File: config.mk
export PLATFORM = sky130hd
export DESIGN_NAME = rbd_raster
export DESIGN_NICKNAME = d
export VERILOG_FILES = /design/src/sv/rbd_pkg.sv /design/src/sv/rbd_raster.sv
export VERILOG_INCLUDE_DIRS = /design/src /design/src/sv
export SDC_FILE = /design/constraint.sdc
export NUM_CORES = 1
export LEC_CHECK = 0
export BUFFER_PORTS_ARGS = -buffer_cell sky130_fd_sc_hd__clkbuf_2
export CAP_MARGIN = 20
export CORE_AREA = 10 10 123 125
export DETAILED_ROUTE_END_ITERATION = 10
export DIE_AREA = 0 0 133 135
export HOLD_SLACK_MARGIN = 0.06
export MAX_ROUTING_LAYER = met4
export PLACE_DENSITY = 0.9
export SETUP_SLACK_MARGIN = 0.2
export SLEW_MARGIN = 20
export SYNTH_ARGS = -nofsm -noshare
export SYNTH_HDL_FRONTEND = slang
export SYNTH_SLANG_ARGS = --single-unit
File: constraint.sdc
create_clock -name clk -period 7.8 [get_ports clk]
set_clock_uncertainty 0.15 [all_clocks]
set_input_delay 0.39 -clock clk [delete_from_list [all_inputs] [get_ports clk]]
set_output_delay 0.39 -clock clk [all_outputs]
set_load 0.01 [all_outputs]
File: src/sv/rgba_box_downsample_2x2_defines.svh
// Assertion macros for the downsampler modules; only rbd_raster uses them.
`ifndef RGBA_BOX_DOWNSAMPLE_2X2_DEFINES_SVH
`define RGBA_BOX_DOWNSAMPLE_2X2_DEFINES_SVH

// The consequent must hold in the same cycle as the antecedent.
`define RBD_ASSERT_SAME(label, clock, reset, ante, cons) \
  label: assert property (@(posedge clock) disable iff (reset) (ante) |-> (cons)) \
    else $error("rbd assertion failed");

// The consequent must hold in the cycle after the antecedent.
`define RBD_ASSERT_NEXT(label, clock, reset, ante, cons) \
  label: assert property (@(posedge clock) disable iff (reset) (ante) |=> (cons)) \
    else $error("rbd assertion failed");

`endif

File: src/sv/rbd_pkg.sv
package rbd_pkg;

  localparam int unsigned MAX_WIDTH  = 4096;
  localparam int unsigned MAX_HEIGHT = 4096;

  localparam int unsigned COL_W      = $clog2(MAX_WIDTH);
  localparam int unsigned ROW_W      = $clog2(MAX_HEIGHT);
  localparam int unsigned WIDTH_W    = COL_W + 1;
  localparam int unsigned HEIGHT_W   = ROW_W + 1;
  localparam int unsigned PAIR_W     = COL_W - 1;
  localparam int unsigned PAIR_DEPTH = MAX_WIDTH / 2;

  localparam int unsigned SIZE_W  = 13;
  localparam int unsigned BYTE_W  = 8;
  localparam int unsigned TEXEL_W = 32;
  localparam int unsigned LIN_W   = 17;
  localparam int unsigned CFG_W   = 2;

  typedef enum logic [CFG_W-1:0] {
    REG_SOURCE_WIDTH  = 2'd0,
    REG_SOURCE_HEIGHT = 2'd1,
    REG_SRGB_MODE     = 2'd2
  } reg_index_t;

  typedef struct packed {
    logic [TEXEL_W-1:0] cur;
    logic [TEXEL_W-1:0] left;
    logic               w1;
    logic               h1;
    logic               srgb;
    logic               done;
  } rbd_item_t;

  typedef logic [LIN_W-1:0] lut_t [256];

  function automatic longint unsigned q30_mul(input longint unsigned a,
                                              input longint unsigned b);
    return (a * b) >> 30;
  endfunction

  // Code n is in units of 1/510; the result is linear light in Q1.16.
  function automatic logic [LIN_W-1:0] curve_decode(input int unsigned n);
    longint unsigned a;
    longint unsigned t30;
    longint unsigned t2;
    longint unsigned lo;
    longint unsigned hi;
    longint unsigned mid;
    longint unsigned r2;
    longint unsigned p;
    if (n <= 20) begin
      return LIN_W'((longint'(n) * 6553600 + 329460) / 658920);
    end
    a = longint'(n) * 1000 + 28050;
    t30 = (a << 30) / 538050;
    if (t30 > (64'd1 << 30)) t30 = 64'd1 << 30;
    t2 = q30_mul(t30, t30);
    lo = 0;
    hi = 64'd1 << 30;
    // Fifth root of t squared by bisection; 31 halvings cover the range.
    for (int i = 0; i < 32; i++) begin
      if (lo < hi) begin
        mid = lo + ((hi - lo + 1) >> 1);
        r2 = q30_mul(mid, mid);
        if (q30_mul(q30_mul(r2, r2), mid) <= t2) lo = mid;
        else hi = mid - 1;
      end
    end
    p = q30_mul(t2, lo);
    return LIN_W'((p + 8192) >> 14);
  endfunction

  function automatic lut_t build_decode();
    lut_t t;
    for (int unsigned v = 0; v < 256; v++) t[v] = curve_decode(2 * v);
    return t;
  endfunction

  function automatic lut_t build_thresh();
    lut_t t;
    t[0] = '0;
    for (int unsigned k = 1; k < 256; k++) t[k] = curve_decode(2 * k - 1);
    return t;
  endfunction

  localparam lut_t DECODE_LUT = build_decode();
  localparam lut_t THRESH_LUT = build_thresh();

  // Two bits of the binary search for the encoded byte, top bit at hi.
  function automatic logic [BYTE_W-1:0] enc_step(input logic [BYTE_W-1:0] idx,
                                                 input logic [LIN_W-1:0] avg,
                                                 input int unsigned hi);
    logic [BYTE_W-1:0] r;
    logic [BYTE_W-1:0] a;
    r = idx;
    a = r | BYTE_W'(1 << hi);
    if (THRESH_LUT[a] <= avg) r = a;
    a = r | BYTE_W'(1 << (hi - 1));
    if (THRESH_LUT[a] <= avg) r = a;
    return r;
  endfunction

endpackage

File: src/sv/rbd_raster.sv
`include "rgba_box_downsample_2x2_defines.svh"

module rbd_raster (
  input  logic                          clk,
  input  logic                          rst,
  input  logic                          cfg_valid,
  input  logic [rbd_pkg::CFG_W-1:0]     cfg_index,
  input  logic [rbd_pkg::SIZE_W-1:0]    cfg_data,
  input  logic                          in_valid,
  input  logic [rbd_pkg::TEXEL_W-1:0]   texel,
  input  logic                          item_ready,
  output logic                          item_valid,
  output rbd_pkg::rbd_item_t            item,
  output logic                          mem_we,
  output logic [rbd_pkg::PAIR_W-1:0]    mem_waddr,
  output logic [2*rbd_pkg::TEXEL_W-1:0] mem_wdata,
  output logic [rbd_pkg::PAIR_W-1:0]    mem_raddr
);

  logic [rbd_pkg::SIZE_W-1:0]   src_w;
  logic [rbd_pkg::SIZE_W-1:0]   src_h;
  logic                         srgb;
  logic [rbd_pkg::COL_W-1:0]    col;
  logic [rbd_pkg::ROW_W-1:0]    row;
  logic [rbd_pkg::TEXEL_W-1:0]  left;

  logic [rbd_pkg::WIDTH_W-1:0]  w_eff;
  logic [rbd_pkg::HEIGHT_W-1:0] h_eff;
  logic                         w1;
  logic                         h1;
  logic [rbd_pkg::PAIR_W-1:0]   ow_m1;
  logic [rbd_pkg::ROW_W-2:0]    oh_m1;
  logic                         last_col;
  logic                         last_row;
  logic                         produce;
  logic                         accept;

  always_comb begin
    if (src_w == '0) w_eff = rbd_pkg::WIDTH_W'(1);
    else if (32'(src_w) > rbd_pkg::MAX_WIDTH) w_eff = rbd_pkg::WIDTH_W'(rbd_pkg::MAX_WIDTH);
    else w_eff = rbd_pkg::WIDTH_W'(src_w);
    if (src_h == '0) h_eff = rbd_pkg::HEIGHT_W'(1);
    else if (32'(src_h) > rbd_pkg::MAX_HEIGHT) h_eff = rbd_pkg::HEIGHT_W'(rbd_pkg::MAX_HEIGHT);
    else h_eff = rbd_pkg::HEIGHT_W'(src_h);
  end

  assign w1       = (w_eff == rbd_pkg::WIDTH_W'(1));
  assign h1       = (h_eff == rbd_pkg::HEIGHT_W'(1));
  assign ow_m1    = w1 ? '0 : rbd_pkg::PAIR_W'((w_eff >> 1) - rbd_pkg::WIDTH_W'(1));
  assign oh_m1    = h1 ? '0 : (rbd_pkg::ROW_W-1)'((h_eff >> 1) - rbd_pkg::HEIGHT_W'(1));
  assign last_col = ({1'b0, col} == w_eff - rbd_pkg::WIDTH_W'(1));
  assign last_row = ({1'b0, row} == h_eff - rbd_pkg::HEIGHT_W'(1));
  assign produce  = (w1 || col[0]) && (h1 || row[0]);
  assign accept   = in_valid && item_ready;

  assign item_valid = accept && produce;
  assign item.cur   = texel;
  assign item.left  = left;
  assign item.w1    = w1;
  assign item.h1    = h1;
  assign item.srgb  = srgb;
  assign item.done  = (row[rbd_pkg::ROW_W-1:1] == oh_m1) &&
                      (col[rbd_pkg::COL_W-1:1] == ow_m1);

  // An even row is kept as column pairs: the pair is written on its odd column,
  // or at once when the level is a single column wide.
  assign mem_we    = accept && !h1 && !row[0] && (col[0] || w1);
  assign mem_waddr = col[rbd_pkg::COL_W-1:1];
  assign mem_wdata = w1 ? {texel, texel} : {texel, left};
  assign mem_raddr = col[rbd_pkg::COL_W-1:1];

  always_ff @(posedge clk) begin
    if (rst) begin
      src_w <= rbd_pkg::SIZE_W'(1);
      src_h <= rbd_pkg::SIZE_W'(1);
      srgb  <= 1'b0;
      col   <= '0;
      row   <= '0;
      left  <= '0;
    end else if (cfg_valid) begin
      case (cfg_index)
        rbd_pkg::REG_SOURCE_WIDTH: begin
          src_w <= cfg_data;
          col   <= '0;
          row   <= '0;
          left  <= '0;
        end
        rbd_pkg::REG_SOURCE_HEIGHT: begin
          src_h <= cfg_data;
          col   <= '0;
          row   <= '0;
          left  <= '0;
        end
        rbd_pkg::REG_SRGB_MODE: begin
          srgb <= cfg_data[0];
        end
        default: begin
        end
      endcase
    end else if (accept) begin
      if (!col[0]) left <= texel;
      if (last_col) begin
        col <= '0;
        row <= last_row ? '0 : row + rbd_pkg::ROW_W'(1);
      end else begin
        col <= col + rbd_pkg::COL_W'(1);
      end
    end
  end

  `RBD_ASSERT_SAME(a_col_in_range, clk, rst, 1'b1, {1'b0, col} < w_eff)
  `RBD_ASSERT_SAME(a_row_in_range, clk, rst, 1'b1, {1'b0, row} < h_eff)
  `RBD_ASSERT_SAME(a_no_result_on_store_write, clk, rst, mem_we, !produce)
  `RBD_ASSERT_NEXT(a_wrap_at_line_end, clk, rst, accept && last_col && !cfg_valid, col == '0)

endmodule

Word level (Yosys, flattened, before mapping)
Cells that the tools add are included.
- word-level logic and storage cells: 66
- bits of input ports: 52
- output and inout bits: 156
- bits in registers: 83
- reductions and logical operators: 23
- mux-type cells: 19
- magnitude comparators: 2
- equal/unequal tests: 10
- add/subtract/negate cells: 6
- operators by type and width (cell ; count):
    2-to-1 mux 32 bit ; 5
    2-to-1 mux 12 bit ; 8
    2-to-1 mux 13 bit ; 4
    equality test 12 x 13 -> 1 bit ; 2
    equality test 13 x 1 -> 1 bit (second input constant) ; 2
    greater-than comparator 13 bit (second input constant) ; 2
    logical NOT 13 bit ; 2
    subtractor 13 x 1 -> 13 bit (second input constant) ; 2
    adder 12 x 1 -> 12 bit (second input constant) ; 2
    equality test 11 bit ; 2
    2-to-1 mux 11 bit ; 2
    subtractor 11 x 1 -> 11 bit (second input constant) ; 2
    AND reduction 2 bit ; 4
    logical AND 1 bit ; 7
    AND reduction 3 bit ; 2
    inequality test 2 bit (second input constant) ; 2
    nonzero test 2 bit ; 2
    equality test 2 x 1 -> 1 bit (second input constant) ; 1
    equality test 2 bit (second input constant) ; 1
    logical NOT 1 bit ; 2
    logical NOT 2 bit ; 1
    logical OR 1 bit ; 2
    OR reduction 2 bit ; 1

Longest topological paths before layout
- depth in word-level cells: 9
- gate-level depth with buffers: 16
- depth with buffers taken out: 13

Worst setup path after synthesis
No wires, ideal clock.
- path type: register to output
- from: register src_h[12] (netlist name)
- to: output item[0] (netlist name)
- arrival time: 3.456 ns
- path buffers: 3
- setup slack: 3.804 ns
- stages on the path, launching flop included: 15
- required time: 7.260 ns
- cells stage by stage: dfxtp_1 clkbuf_1 inv_1 clkbuf_1 nand2_1 ha_1 clkbuf_1 inv_1 a211o_1 or4b_1 o211ai_2 xnor2_1 a31oi_1 o32a_1 a2111oi_1
- RTL lines (element ; RTL line ; text):
    start, declared ; rbd_raster.sv:21 ; logic [rbd_pkg::SIZE_W-1:0] src_h;
    start signal, assigned ; rbd_raster.sv:75 ; src_h <= rbd_pkg::SIZE_W'(1);
    start signal, assigned ; rbd_raster.sv:89 ; src_h <= cfg_data;
    end, declared ; rbd_raster.sv:13 ; output rbd_pkg::rbd_item_t item,

==> summary.md <==
| Metric | Value |
|---|---|
| CTS tree | built |
| Maximum capacitance violations | 0 |
| Adder-cell share of the synthesized area | 1.40% |
| Hold worst-path end | src_h[10] |
| Residual DRC | 0 |
| Post-Synthesis Cells | 1,029 |
| Critical path startpoint category | flop |
| Worst-path clk slew | 0.06 ns |
| Pwr/cell area | 174 mW/mm2 |
| Mapped Nets | 1,089 |
| Core area | 0.0126 mm2 |
| Crit Path Category | flop to primary output |
| Worst reg2reg path depth | 13 |
| Max H-tree Level | 3 |
| Async set or reset register ratio after synthesis | 0% |
| Routability congestion estimate | 1.02 |
| Initial antenna violation count | 0 |
| Worst VDD drop | 0.124 mV |
| Initial core utilization | 57.0% |
| Pre-CTS setup slack | 2.86 ns |
| CTS buffer count | 9 |
| Port bufs | 207 |
| CTS sink cnt | 83 |
| Worst EP required | 7.26 ns |
| Worst-Margin Slew | 0.999 ns |
| Fmax | 0.194 GHz |
| Status | finished clean |
| Worst Hold Path Cells | 3 |
| Die height | 135 um |
| Vias in the first global route | 7,054 |
| Pre-Repair DR Iteration Count | 7 |
| Slew HR | 32.9% |
| R2r setup slk | 2.71 ns |
| Commonest non-fill, non-tap cell in the layout | clkbuf_2 |
| DR vias | 7,615 |
| Hold Crit Start | cfg_data[10] |
| Root buffer cell | clkbuf_16 |
| Final Hold Fails | 0 |
| Crit Path Max Fanout | 36 |
| Clk buf depth | 2 |
| Final worst-path cycle share | 66.1% |
| Die width | 133 um |
| CP startpoint | src_w[12] |
| RSZ-0062 raised after global routing | no |
| Commonest non-fill, non-tap cells in the layout | 207 x clkbuf_2, 193 x nand2_1, 105 x nor2_1 |
| Final Slew Violations | 0 |
| Synth Area in XOR/XNOR | 6.37% |
| Worst hold path class | primary input to flop |
| GRT Residual Overflow | 0 |
| Final Worst Setup Slack | 2.64 ns |
| YS warnings | 0 |
| Register area share after synthesis | 23.2% |
| WL per Instance | 18.5 um |
| Clock latency at the later pin of the worst-skew pair | 0.34 ns |
| DRC marker count from the first detailed-route iteration | 1,062 |
| Num rows | 41 |
| Top_reg_cell synth | dfxtp_1 |
| # hold bufs at CTS | 0 |
| Area growth, synth to finish | 8.62% |
| Syn_area_per_cell | 6.96 um2 |
| Worst reg2reg path endpoint | row[9] |
| Number of synthesized flops with an enable pin | 0 |
| Post-layout minimum cycle time | 5.16 ns |
| Crit. End Element | primary output |
| Compound-Gate Fraction of Synth Area | 19.9% |
| CP arrival | 4.62 ns |
| Top Ports | 208 |
| Fin nets | 1,139 |
| Setup TNS | 0 ns |
| Setup Viol. Count Final | 0 |
| Vias/cell | 6.06 |
| Placed Cells | 1,240 |
| Total Routing Usage GR | 25.3% |
| Routed WL | 23,300 um |
| Main combinational cell family by area after synthesis | simple AND/OR/NAND/NOR gates |
| FILL cells | 1,131 |
| N_diodes | 0 |
| Mapped Area | 0.00717 mm2 |
| First-pass GRT wire length | 36,700 um |
| Flip-flop and latch count after synthesis | 83 |
| Post-Synth Simple-Gate Area | 32.3% |
| Post-Layout Cell Count | 1,256 |
| Proportion of synthesized area in mux cells | 1.43% |
| Netlist cell types | 77 |
| Post-CTS resize count | 0 |
| Share of layout cells above drive strength 1 | 23.8% |
| Largest net degree at the start of global routing | 64 |
| Die area | 0.0180 mm2 |
| DP HPWL | 17,500 um |
| Number of post-CTS setup repair buffers | 0 |
| Antenna-violating nets left | 0 |
| Pleak | 0.00347 uW |
| Crit Reg-Reg Startpoint | src_w[8] |
power breakdown:
| part | switching (uW) | internal [uW] | leakage, uW | total (uW) |
|---|---|---|---|---|
| Sequential | 21.1 | 435 | 0.000672 | 456 |
| Combinational | 261 | 153 | 0.00264 | 414 |
| Clock | 189 | 293 | 0.000161 | 483 |
| Total | 471 | 881 | 0.00347 | 1350 |
sequential cells by signal, summed over array words and instances, names as in the netlist:
register,flops
src_h,13
left,32
srgb,1
col,12
row,12
src_w,13
layout make-up:
type	count	area, um2	area share, %
multi-input cells	750	4410	56.6
flip-flops and latches	83	1660	21.3
repair buffers	214	1090	14.0
clock buffers	10	239	3.07
well taps	172	215	2.76
clock inverters	6	96.3	1.24
inverters	21	78.8	1.01
metrics by stage:
stage | hold WS [ns] | utilization [%] | cell area (um2) | total power (uW)
after floorplan | 0.312 | - | 7170 | 760
after global placement | 0.327 | 59.3 | 7450 | 868
after detailed placement | 0.335 | 59.3 | 7450 | 872
after CTS | 0.130 | 61.9 | 7780 | 1350
after global routing | 0.138 | 61.9 | 7780 | 1420
final | 0.138 | 61.9 | 7780 | 1350
routing by layer:
layer | part of all wire [%] | GRT usage (%) | wire length [um]
met2 | 47 | 40.5 | 10900
met5 | 0 | - | 0
met4 | 2.2 | 7.21 | 512
met3 | 9.3 | 5.42 | 2170
met1 | 42 | 31.4 | 9700
worst max-delay path by stage:
stage	to	slack, ns	cells past startpoint
after floorplan	item[0]	3.80	14
after global placement	row[9]	3.00	13
after detailed placement	row[9]	2.86	13
after CTS	row[9]	2.81	13
after global routing	row[9]	2.33	13
final	item[0]	2.64	11
synth_stat cells (4+ instances only):
cell / number / share of area (%)
o211ai_1: 7 / 0.73
a21oi_1: 43 / 3.0
nand4_1: 28 / 2.4
ha_1: 8 / 1.4
a31oi_1: 11 / 0.96
o21ai_0: 27 / 1.9
xnor2_1: 27 / 3.3
inv_1: 21 / 1.1
o211ai_2: 6 / 1.0
a211o_1: 4 / 0.49
a21o_1: 4 / 0.42
nor4_1: 11 / 0.96
nand2_1: 193 / 10
nor2_1: 106 / 5.6
nand4b_1: 5 / 0.61
or3_1: 6 / 0.52
or2_2: 5 / 0.44
and3_1: 7 / 0.61
buf_4: 90 / 9.4
dfxtp_1: 83 / 23
o32ai_1: 4 / 0.49
nand3_1: 26 / 1.8
clkbuf_1: 56 / 2.9
buf_2: 15 / 1.0
nor2b_1: 14 / 1.2
nand3b_1: 6 / 0.63
nor3b_1: 4 / 0.42
mux2i_1: 8 / 1.1
nand2b_1: 13 / 1.1
a22oi_1: 35 / 3.7
o21ai_1: 11 / 0.77
nor3_1: 26 / 1.8
buf_1: 12 / 0.63
xor2_1: 20 / 2.4
or4_1: 7 / 0.73
a211oi_1: 8 / 0.84
o21a_1: 4 / 0.42
o21bai_1: 5 / 0.52
logic make-up after synthesis:
group | after synthesis
simple gates | 480
compound gates | 203
buf+inv | 196
flops | 83
xor+xnor | 49
mux | 10
fa+ha+maj | 8
critical path: stages (launching register included):
cell and delay [ns]:
dfxtp_1 0.31, buf_4 0.34, inv_1 0.32, nand2_1 0.25, ha_1 0.53, o211ai_1 0.37
xnor2_1 0.38, nand3b_1 0.11, o311ai_0 0.51, nand4_1 0.25, a2111oi_1 0.64, clkbuf_2 0.25
(Power assumes the default switching activity.)
